==> src/rtl/mcerl_pkg.sv <==
package mcerl_pkg;

    localparam int RANGE_DEPTH = 16;
    localparam int ADDR_WIDTH  = 32;
    localparam int CNT_W       = $clog2(RANGE_DEPTH + 1);
    localparam int IDX_W       = (RANGE_DEPTH > 1) ? $clog2(RANGE_DEPTH) : 1;
    localparam int Q_DEPTH     = 2;
    localparam int Q_CNT_W     = $clog2(Q_DEPTH + 1);
    localparam int Q_PTR_W     = $clog2(Q_DEPTH);

    // command codes of a request
    typedef enum logic [1:0] {
        CMD_CHECK = 2'd0,
        CMD_READ  = 2'd1,
        CMD_SCAN  = 2'd2,
        CMD_CLEAR = 2'd3
    } t_cmd;

    // configuration register indexes
    localparam logic CFG_PATTERN     = 1'b0;
    localparam logic CFG_RANGE_LIMIT = 1'b1;

    // classified request, front to back
    typedef struct packed {
        t_cmd                  cmd;
        logic                  bad;
        logic [ADDR_WIDTH-1:0] addr;
        logic [ADDR_WIDTH:0]   end_addr;
        logic [3:0]            idx;
    } t_work;

    // one result
    typedef struct packed {
        logic        word_bad;
        logic [31:0] total_runs;
        logic [4:0]  stored_runs;
        logic        entry_valid;
        logic [31:0] entry_first;
        logic [32:0] entry_end;
    } t_result;

endpackage

==> src/rtl/mcerl_front.sv <==
module mcerl_front (
    input  logic                i_clk,
    input  logic                i_rst_n,
    input  logic                push,
    output logic                full,
    input  logic [1:0]          i_command,
    input  logic [31:0]         i_word_address,
    input  logic [63:0]         i_word_data,
    input  logic [3:0]          i_entry_index,
    input  logic [63:0]         i_pattern,
    output logic                o_work_valid,
    output mcerl_pkg::t_work    o_work,
    input  logic                i_work_pop
);

    mcerl_pkg::t_work                     r_q [mcerl_pkg::Q_DEPTH];
    logic [mcerl_pkg::Q_PTR_W-1:0]        r_wptr;
    logic [mcerl_pkg::Q_PTR_W-1:0]        r_rptr;
    logic [mcerl_pkg::Q_CNT_W-1:0]        r_count;
    mcerl_pkg::t_work                     w_in;
    logic                                 w_push;
    logic                                 w_pop;

    // classify: mask test and end address
    always_comb begin
        w_in.cmd      = mcerl_pkg::t_cmd'(i_command);
        w_in.addr     = mcerl_pkg::ADDR_WIDTH'(i_word_address);
        w_in.end_addr = {1'b0, w_in.addr} + (mcerl_pkg::ADDR_WIDTH + 1)'(1);
        w_in.idx      = i_entry_index;
        w_in.bad      = (w_in.cmd == mcerl_pkg::CMD_CHECK) && ((i_word_data & ~i_pattern) != '0);
    end

    assign full         = (r_count == mcerl_pkg::Q_CNT_W'(mcerl_pkg::Q_DEPTH));
    assign w_push       = push && !full;
    assign o_work_valid = (r_count != '0);
    assign w_pop        = i_work_pop && o_work_valid;
    assign o_work       = r_q[r_rptr];

    always_ff @(posedge i_clk) begin
        if (!i_rst_n) begin
            r_wptr  <= '0;
            r_rptr  <= '0;
            r_count <= '0;
        end else begin
            if (w_push) begin
                r_wptr <= r_wptr + 1'b1;
            end
            if (w_pop) begin
                r_rptr <= r_rptr + 1'b1;
            end
            if (w_push && !w_pop) begin
                r_count <= r_count + 1'b1;
            end else if (w_pop && !w_push) begin
                r_count <= r_count - 1'b1;
            end
        end
    end

    always_ff @(posedge i_clk) begin
        if (w_push) begin
            r_q[r_wptr] <= w_in;
        end
    end

endmodule

==> src/rtl/mcerl_back.sv <==
module mcerl_back (
    input  logic                i_clk,
    input  logic                i_rst_n,
    input  logic [4:0]          i_range_limit,
    input  logic                i_work_valid,
    input  mcerl_pkg::t_work    i_work,
    output logic                o_work_pop,
    output logic                empty,
    input  logic                pop,
    output mcerl_pkg::t_result  o_result
);

    // run state
    logic                          r_run_open;
    logic                          r_run_logged;
    logic [31:0]                   r_total;
    logic [mcerl_pkg::CNT_W-1:0]   r_stored;

    // run table
    logic [mcerl_pkg::ADDR_WIDTH-1:0] r_first [mcerl_pkg::RANGE_DEPTH];
    logic [mcerl_pkg::ADDR_WIDTH:0]   r_end   [mcerl_pkg::RANGE_DEPTH];

    // result queue
    mcerl_pkg::t_result               r_q [mcerl_pkg::Q_DEPTH];
    logic [mcerl_pkg::Q_PTR_W-1:0]    r_wptr;
    logic [mcerl_pkg::Q_PTR_W-1:0]    r_rptr;
    logic [mcerl_pkg::Q_CNT_W-1:0]    r_count;

    logic                          n_run_open;
    logic                          n_run_logged;
    logic [31:0]                   n_total;
    logic [mcerl_pkg::CNT_W-1:0]   n_stored;
    logic                          w_wr_first;
    logic                          w_wr_end;
    logic [mcerl_pkg::IDX_W-1:0]   w_wr_idx;
    logic [mcerl_pkg::CNT_W-1:0]   w_limit;
    logic                          w_room;
    logic                          w_go;
    logic                          w_res_pop;
    logic [mcerl_pkg::IDX_W-1:0]   w_rd_idx;
    mcerl_pkg::t_result            w_res;

    assign w_limit = (32'(i_range_limit) > 32'(mcerl_pkg::RANGE_DEPTH))
                   ? mcerl_pkg::CNT_W'(mcerl_pkg::RANGE_DEPTH)
                   : mcerl_pkg::CNT_W'(i_range_limit);
    assign w_room  = (r_stored < w_limit)
                  && (r_stored < mcerl_pkg::CNT_W'(mcerl_pkg::RANGE_DEPTH));

    assign empty     = (r_count == '0);
    assign w_res_pop = pop && !empty;
    assign w_go      = i_work_valid
                    && ((r_count != mcerl_pkg::Q_CNT_W'(mcerl_pkg::Q_DEPTH)) || w_res_pop);
    assign o_work_pop = w_go;
    assign o_result  = r_q[r_rptr];
    assign w_rd_idx  = mcerl_pkg::IDX_W'(i_work.idx);

    always_comb begin
        n_run_open   = r_run_open;
        n_run_logged = r_run_logged;
        n_total      = r_total;
        n_stored     = r_stored;
        w_wr_first   = 1'b0;
        w_wr_end     = 1'b0;
        w_wr_idx     = r_stored[mcerl_pkg::IDX_W-1:0];
        case (i_work.cmd)
            mcerl_pkg::CMD_CHECK: begin
                if (!i_work.bad) begin
                    n_run_open   = 1'b0;
                    n_run_logged = 1'b0;
                end else if (!r_run_open) begin
                    if (r_total != '1) begin
                        n_total = r_total + 32'd1;
                    end
                    n_run_open   = 1'b1;
                    n_run_logged = w_room;
                    if (w_room) begin
                        w_wr_first = 1'b1;
                        w_wr_end   = 1'b1;
                        n_stored   = r_stored + 1'b1;
                    end
                end else if (r_run_logged) begin
                    // stretch the run that owns the last entry
                    w_wr_end = 1'b1;
                    w_wr_idx = mcerl_pkg::IDX_W'(r_stored - 1'b1);
                end
            end
            mcerl_pkg::CMD_SCAN: begin
                n_run_open   = 1'b0;
                n_run_logged = 1'b0;
            end
            mcerl_pkg::CMD_CLEAR: begin
                n_run_open   = 1'b0;
                n_run_logged = 1'b0;
                n_total      = '0;
                n_stored     = '0;
            end
            default: begin
            end
        endcase
    end

    always_comb begin
        w_res.word_bad    = i_work.bad;
        w_res.total_runs  = n_total;
        w_res.stored_runs = 5'(n_stored);
        w_res.entry_valid = (i_work.cmd == mcerl_pkg::CMD_READ)
                         && (mcerl_pkg::CNT_W'(i_work.idx) < r_stored);
        w_res.entry_first = '0;
        w_res.entry_end   = '0;
        if (w_res.entry_valid) begin
            w_res.entry_first = 32'(r_first[w_rd_idx]);
            w_res.entry_end   = 33'(r_end[w_rd_idx]);
        end
    end

    always_ff @(posedge i_clk) begin
        if (!i_rst_n) begin
            r_run_open   <= 1'b0;
            r_run_logged <= 1'b0;
            r_total      <= '0;
            r_stored     <= '0;
            r_wptr       <= '0;
            r_rptr       <= '0;
            r_count      <= '0;
        end else begin
            if (w_go) begin
                r_run_open   <= n_run_open;
                r_run_logged <= n_run_logged;
                r_total      <= n_total;
                r_stored     <= n_stored;
                r_wptr       <= r_wptr + 1'b1;
            end
            if (w_res_pop) begin
                r_rptr <= r_rptr + 1'b1;
            end
            if (w_go && !w_res_pop) begin
                r_count <= r_count + 1'b1;
            end else if (w_res_pop && !w_go) begin
                r_count <= r_count - 1'b1;
            end
        end
    end

    always_ff @(posedge i_clk) begin
        if (w_go) begin
            r_q[r_wptr] <= w_res;
            if (w_wr_first) begin
                r_first[w_wr_idx] <= i_work.addr;
            end
            if (w_wr_end) begin
                r_end[w_wr_idx] <= i_work.end_addr;
            end
        end
    end

endmodule

==> src/rtl/memory_check_error_range_logger.sv <==
// Channel   Handshake          Payload
// request   push / full        i_command, i_word_address, i_word_data, i_entry_index
// result    empty / pop        o_word_bad, o_total_runs, o_stored_runs, o_entry_valid,
//                              o_entry_first, o_entry_end
// config    i_cfg_we           i_cfg_idx (0 pattern, 1 range_limit), i_cfg_wdata
//
// One request per cycle sustained while results are popped. The front classifies a
// request (mask test, end address) into a 2-entry queue; the back applies it to the
// run state and the 16-entry run table and writes a 2-entry result queue. A result
// shows on the ports after its request has passed the front and result queues.
// Synchronous active-low reset empties both queues and clears run state and counts,
// not table contents. Either side stalls alone until its queue fills.
module memory_check_error_range_logger (
    input  logic        i_clk,
    input  logic        i_rst_n,
    input  logic        push,
    output logic        full,
    input  logic [1:0]  i_command,
    input  logic [31:0] i_word_address,
    input  logic [63:0] i_word_data,
    input  logic [3:0]  i_entry_index,
    output logic        empty,
    input  logic        pop,
    output logic        o_word_bad,
    output logic [31:0] o_total_runs,
    output logic [4:0]  o_stored_runs,
    output logic        o_entry_valid,
    output logic [31:0] o_entry_first,
    output logic [32:0] o_entry_end,
    input  logic        i_cfg_we,
    input  logic        i_cfg_idx,
    input  logic [63:0] i_cfg_wdata
);

    // configuration registers
    logic [63:0]        r_pattern;
    logic [4:0]         r_range_limit;

    logic               w_work_valid;
    logic               w_work_pop;
    mcerl_pkg::t_work   w_work;
    mcerl_pkg::t_result w_result;

    always_ff @(posedge i_clk) begin
        if (!i_rst_n) begin
            r_pattern     <= '0;
            r_range_limit <= 5'd16;
        end else if (i_cfg_we) begin
            case (i_cfg_idx)
                mcerl_pkg::CFG_PATTERN:     r_pattern     <= i_cfg_wdata;
                mcerl_pkg::CFG_RANGE_LIMIT: r_range_limit <= i_cfg_wdata[4:0];
                default: begin
                end
            endcase
        end
    end

    // front: classify and queue requests
    mcerl_front u_front (
        .i_clk          (i_clk),
        .i_rst_n        (i_rst_n),
        .push           (push),
        .full           (full),
        .i_command      (i_command),
        .i_word_address (i_word_address),
        .i_word_data    (i_word_data),
        .i_entry_index  (i_entry_index),
        .i_pattern      (r_pattern),
        .o_work_valid   (w_work_valid),
        .o_work         (w_work),
        .i_work_pop     (w_work_pop)
    );

    // back: run tracking, table update and readback, result queue
    mcerl_back u_back (
        .i_clk         (i_clk),
        .i_rst_n       (i_rst_n),
        .i_range_limit (r_range_limit),
        .i_work_valid  (w_work_valid),
        .i_work        (w_work),
        .o_work_pop    (w_work_pop),
        .empty         (empty),
        .pop           (pop),
        .o_result      (w_result)
    );

    assign o_word_bad    = w_result.word_bad;
    assign o_total_runs  = w_result.total_runs;
    assign o_stored_runs = w_result.stored_runs;
    assign o_entry_valid = w_result.entry_valid;
    assign o_entry_first = w_result.entry_first;
    assign o_entry_end   = w_result.entry_end;

endmodule
==> config.mk <==
export PLATFORM = sky130hd
export DESIGN_NAME = memory_check_error_range_logger
export DESIGN_NICKNAME = d
export VERILOG_FILES = /design/src/rtl/mcerl_pkg.sv /design/src/rtl/mcerl_front.sv /design/src/rtl/mcerl_back.sv /design/src/rtl/memory_check_error_range_logger.sv
export SDC_FILE = /design/constraint.sdc
export NUM_CORES = 2
export LEC_CHECK = 0
export ABC_AREA = 1
export BUFFER_PORTS_ARGS = -buffer_cell sky130_fd_sc_hd__buf_4
export CORE_MARGIN = 2
export CORE_UTILIZATION = 34
export CTS_CLUSTER_DIAMETER = 100
export DETAILED_ROUTE_END_ITERATION = 8
export PLACE_DENSITY_LB_ADDON = 0.15
export SYNTH_ARGS = -nofsm -noshare
export SYNTH_HDL_FRONTEND = slang
export SYNTH_SLANG_ARGS = --single-unit
==> constraint.sdc <==
create_clock -name i_clk -period 7.05 [get_ports i_clk]
set_input_delay 0.705 -clock i_clk [delete_from_list [all_inputs] [get_ports i_clk]]
set_output_delay 0.705 -clock i_clk [all_outputs]
set_load 0.1 [all_outputs]
Word-level counts from Yosys, hierarchy flattened

Memory sizes are Yosys's and may differ from the RTL's. A register that Yosys moved wholly into a read port is not among the register bits.
Cells that the tools add are included.
Widths: inputs -> output; s select.

Register bits: 116
RAM bits: 1392
Bits of input ports: 172
Output and inout port bits: 106
Word-level logic and storage cells: 118
Memories: 4

Add/subtract/negate cells: 12
Order comparisons: 4
Equal/unequal tests: 7
Mux-type cells: 45
Bitwise logic cells: 3
Reduce and logical (&&, ||, !) cells: 31

Memories:

| memory         | words | width | read ports | clocked after Yosys merged registers in | wr ports | line              | text |
|---|---|---|---|---|---|---|---|
| u_back.r_end   | 16    | 33    | 1          | 0                                       | 1        | mcerl_back.sv:21  | `logic [mcerl_pkg::ADDR_WIDTH:0] r_end [mcerl_pkg::RANGE_DEPTH];` |
| u_back.r_first | 16    | 32    | 1          | 0                                       | 1        | mcerl_back.sv:20  | `logic [mcerl_pkg::ADDR_WIDTH-1:0] r_first [mcerl_pkg::RANGE_DEPTH];` |
| u_back.r_q     | 2     | 104   | 1          | 1                                       | 1        | mcerl_back.sv:24  | `mcerl_pkg::t_result r_q [mcerl_pkg::Q_DEPTH];` |
| u_front.r_q    | 2     | 72    | 1          | 1                                       | 1        | mcerl_front.sv:16 | `mcerl_pkg::t_work r_q [mcerl_pkg::Q_DEPTH];` |

Operators by type and width:

| kind                  | number |
|---|---|
| $mux 32               | 3 |
| $mux 65               | 1 |
| $and 64x64->64        | 1 |
| $not 64->64           | 1 |
| $pmux 32 s2           | 1 |
| $reduce_bool 64->1    | 1 |
| $add 32x1->33 const B | 1 |
| $add 32x1->32 const B | 1 |
| $ne 32x32->1 const B  | 1 |
| $mux 1                | 25 |
| $mux 5                | 4 |
| $mux 4                | 4 |
| $logic_and 1x1->1     | 11 |
| $pmux 5 s2            | 1 |
| $mux 2                | 4 |
| $reduce_bool 2->1     | 4 |
| $eq 2x2->1 const B    | 3 |
| $logic_not 1->1       | 6 |
| $logic_not 2->1       | 3 |
| $reduce_and 2->1      | 3 |
| $add 5x1->5 const B   | 1 |
| $gt 5x5->1 const B    | 1 |
| $lt 4x5->1            | 1 |
| $lt 5x5->1            | 1 |
| other kinds (13)      | 19 |

Depth between registers and ports, before layout

Depth after elaboration: 11
Depth in mapped cells: 14
Mapped depth without buffers: 13

Cells and area by module

Synthesis repeated with hierarchy kept, for this count alone.

Cells, all modules: 4933
Area, all modules: 61358.8 µm²

By module, submodules not included:

| module                          | times used | cells an instance | area each (µm²) | seq. area each (µm²) |
|---|---|---|---|---|
| mcerl_back                      | 1          | 3921              | 51543.2         | 38356.8 |
| mcerl_front                     | 1          | 576               | 6899.1          | 4424.2 |
| memory_check_error_range_logger | 1          | 436               | 2916.5          | 1381.3 |

Least setup slack after synthesis

OpenSTA, ideal clock, no wires.

Kind: input-to-reg
Start: in pop
End: mem u_back.r_q[1][0] (netlist bit) (enable)
Library setup time: 0.569 ns
Arrival: 5.289 ns
Required time: 6.481 ns
Slack: 1.192 ns
Cell stages on the path: 4
Buffers on the path: 0
Path through: inv_1 > nand3_1 > o21ai_2 > nor2_1

Word-level cells in the longest chain between the ends: 5

Ends and longest elaborated chain:

| what                         | line                                  | text |
|---|---|---|
| from (decl)                  | memory_check_error_range_logger.sv:23 | `input logic pop,` |
| $logic_and 1x1->1            | mcerl_back.sv:50                      | `assign w_res_pop = pop && !empty;` |
| $logic_or 1x1->1             | mcerl_back.sv:52                      | `&& ((r_count != mcerl_pkg::Q_CNT_W'(mcerl_pkg::Q_DEPTH)) \|\| w_res_pop);` |
| $logic_and 1x1->1            | mcerl_back.sv:52                      |  |
| $mux 1                       | mcerl_back.sv:145                     | `if (w_go) begin` |
| $mux 1 (not written as such) | mcerl_back.sv:146                     | `r_q[r_wptr] <= w_res;` |
| to (decl)                    | mcerl_back.sv:24                      |  |

No other way between the ends.

==> summary.md <==
| Metric | Value |
|---|---|
| Final TNS setup | 0 ps |
| Post-synthesis instance area | around 0.061 mm2 |
| Cells on worst reg2reg path | 11 |
| Area growth syn-to-layout | 16.1% |
| Synthesis Warnings | 0 |
| Post-synthesis sequential element count | 1510 |
| Half-perimeter wire length of the detailed placement result | 100000 um |
| Wire length of the first global-routing pass | 264000 um |
| Iteration-0 DRC count of the detailed router | between 3000 and 4000 |
| Sequential standard cell area | roughly 0.044 mm2 |
| Minimum clock period | approximately 4100 ps |
| Setup crit start kind | flip-flop |
| Commonest non-fill, non-tap cells in the layout | 1449 x sky130_fd_sc_hd__nand2_1, 1392 x sky130_fd_sc_hd__edfxtp_1, 935 x sky130_fd_sc_hd__nand3_1 |
| Critical Path Sink Type | flip-flop |
| Slack of the worst reg-to-reg path | around 3000 ps |
| H-tree level count | 4 |
| Synthesized netlist cell count | a little over 5000 |
| Headroom to the max-slew limit | 13.9% |
| Number of nets in the layout | 5572 |
| Mean instance size in the synthesized netlist | 11.8 um2 |
| Fill cell count | 16830 |
| Clock sinks | approximately 1500 |
| Most frequent standard cell in the layout excluding fill and tap cells | sky130_fd_sc_hd__nand2_1 |
| Fraction of the cycle the final worst path needs | about 58% |
| CTS Buffer Depth | 3 |
| Final setup violation count | 0 |
| Delay of the slowest cell on the worst path | 770 ps |
| Share of cells above drive strength 1 | 13.7% |
| Number of placement rows | around 160 |
| Post-synthesis sequential area ratio | between 70% and 80% |
| Syn Nets | 5353 |
| Crit-path max FO | 67 |
| Classification of the worst-slack hold path | in2reg |
| Routability congestion estimate from global placement | 0.825 |
| TritonCTS clock tree | done |
| Count of final max-slew check failures | 0 |
| Final hold vios | 0 |
| First-pass DRT Iterations | 5 |
| Post-route antenna net violation count | 0 |
| Die H | 428 um |
| DRC violation count after routing | 0 |
| Overall die area | about 0.18 mm2 |
| Number of max-cap violations | 0 |
| Total via count in the routed design | 39596 |
| # port buffers | 277 |
| Static leakage | 0.0256 uW |
| # IOs | 278 |
| WP data arrival | roughly 4700 ps |
| Largest voltage drop on the vdd net | 292 uV |
| Routed wirelength normalized by instance count | 22.8 um |
| Critical hold path startpoint | i_cfg_wdata[38] |
| Area taken by multi-input logic gates | 0.0153 mm2 |
| Chip Width | 428 um |
| Placed cell area | 0.0659 mm2 |
| Status | finished, final reports clean |
| Latest clock arrival within the worst-skew pair | 820 ps |
| Clock-pin slew of the registers on the worst-case setup and hold paths | ~60 ps |
| Setup Fix Bufs, Post-CTS | 0 |
| Yosys cell types | 45 |
| Power per cell area | 453 mW/mm2 |
| Sequence of cells on the critical path | inv_2, buf_4, or2_1, o21ai_4, inv_6, buf_4, buf_4, nand3_1, nand3_1, nand2_1, a31oi_1 |
| Crit-path most repeated cell | sky130_fd_sc_hd__buf_4 |
| Critical Setup Path Class | reg2reg |
| Setup skew after layout | about 30 ps |
| Finished layout cell area | 0.0710 mm2 |
| Count of hold-fix buffers inserted at cts | 0 |
| Reg-to-reg critical path endpoint | u_back.r_q[0][3]$_DFFE_PP_ |
| Required arrival time at the worst endpoint | 7680 ps |
| Vias/cell | 5.03 |
| Highest achievable clock rate | 246 MHz |
| Combined global-route utilization of all metal layers | 19.2% |
| Endpoint of the worst hold path | r_pattern[38]$_SDFFE_PN0P_ |
| Initial antenna violation count | 18 |
| Setup repair after global routing missed its margin | no |
| Sum of routed wire length over all layers | 180000 um |
| Maximum number of pins on one net before global-route repair | between 150 and 200 |
| Cell with the largest stage delay on the worst path | sky130_fd_sc_hd__buf_4 |
| Number of CTS-inserted buffers | 163 |
| Placeable core region | 0.179 mm2 |
| Gr ovfl total | 0 |
| Root Buffer Master | sky130_fd_sc_hd__clkbuf_16 |
| PostCTS Resize Cnt | 0 |
| Via count of the first global-routing pass | roughly 38000 |
| Slew at the pin with the worst max-slew slack | around 1300 ps |
| WHS Path Cells | 3 |
| Initial Utilization | around a third |
[through the flow]
stage / hold WS, ps / std cells / total power, uW / util [%] / setup WS (ps)
after CTS: 42.7 / 7869 / 32600 / 39.8 / 2940
final: 117 / 7870 / 32200 / 39.8 / 2980
after floorplan: 426 / 5166 / 20200 / - / 1190
after global placement: 426 / 7575 / 24100 / 36.9 / 3030
after detailed placement: 429 / 7575 / 24200 / 36.9 / 2970
after global routing: 68.8 / 7870 / 33700 / 39.8 / 2690
[cell type report]
class / count / area share (%)
antenna: 1 / 0.00352
sequential: 1510 / 62.2
inverter: 211 / 1.14
timing repair buffer: 342 / 3.72
clock buffer: 209 / 6.09
multi-input combinational: 3157 / 21.5
clock inverter: 85 / 1.18
tap: 2355 / 4.15
[critical path, delay by kind of cell (launching register included)]
family	cells	cell delay [ps]
AOI/OAI and AO/OA	2	310
buffers and inverters	5	2470
DFF	1	410
and+or+nand+nor	4	600
[routing by layer]
| layer | vias to the layer above | part of all wire [%] | track usage (%) |
|---|---|---|---|
| li1 | 18683 | - | - |
| met1 | 19599 | 46 | 27.3 |
| met2 | 1035 | 46 | 30.4 |
| met3 | 251 | 5.6 | 3.62 |
| met4 | 28 | 1.9 | 4.69 |
| met5 | - | 0.090 | 0 |
[power breakdown]
group          total (uW)  leakage (uW)  switching, uW  internal [uW]
registers           12100        0.0137            325          11700
clock network        8370       0.00250           3610           4760
logic               11800       0.00943           9320           2440
total               32200        0.0256          13300          19000
[flip-flops by register name, summed over array words and instances (netlist names), 2 cells and up, named ones only]
| signal | flops |
|---|---|
| r_range_limit | 5 |
| r_pattern | 64 |
| u_back.r_first | 512 |
| u_back.r_total | 32 |
| u_back.r_q | 208 |
| u_back.r_stored | 5 |
| u_front.r_q | 144 |
| u_back.r_end | 528 |
| u_front.r_count | 2 |
| u_back.r_count | 2 |
[cell families (layout without fill, tap and decap cells)]
kind of cell	after synthesis	count (layout)	synth area share, %
adder cells (fa/ha/maj)	15	15	0.307
multiplexers	105	105	1.93
flip-flops	1510	1510	72.2
other	0	1	0
AND/OR/NAND/NOR	2706	2706	19.0
XOR/XNOR	32	32	0.501
AO/OA/AOI/OAI	299	299	2.72
buffers and inverters	499	847	3.41
[synthesized netlist by cell type, drive strengths merged]
library cell | instances | share of area [%]
nand2 | 1456 | 9.0
or2 | 4 | 0.041
nand3b | 1 | 0.012
nand3 | 936 | 7.7
o21ai | 138 | 1.2
clkinv | 3 | 0.018
nor3 | 22 | 0.22
inv | 208 | 1.3
nor4 | 14 | 0.14
o221ai | 1 | 0.014
o21bai | 1 | 0.012
nand4 | 38 | 0.44
a31oi | 65 | 0.66
xor2 | 23 | 0.37
nor2 | 233 | 1.5
edfxtp | 1392 | 68
o211ai | 2 | 0.025
o22ai | 25 | 0.26
clkbuf | 95 | 0.58
ha | 15 | 0.31
nor3b | 2 | 0.025
dfxtp | 118 | 3.9
buf | 193 | 1.5
a31o | 6 | 0.086
a21oi | 61 | 0.50
mux2 | 104 | 1.9
mux2i | 1 | 0.016
xnor2 | 9 | 0.13
[worst max path at each step]
stage / endpoint / slack, ps / cells after the start
after floorplan: u_back.r_q[1][0]$_DFFE_PP_ / 1190 / 4
after global placement: u_back.r_q[0][10]$_DFFE_PP_ / 3030 / 11
after detailed placement: u_back.r_q[1][16]$_DFFE_PP_ / 2970 / 11
after CTS: u_back.r_q[0][3]$_DFFE_PP_ / 2940 / 11
after global routing: u_back.r_q[1][22]$_DFFE_PP_ / 2690 / 11
final: u_back.r_q[0][3]$_DFFE_PP_ / 2980 / 11
Note: power is estimated with default switching activity, not from simulation.
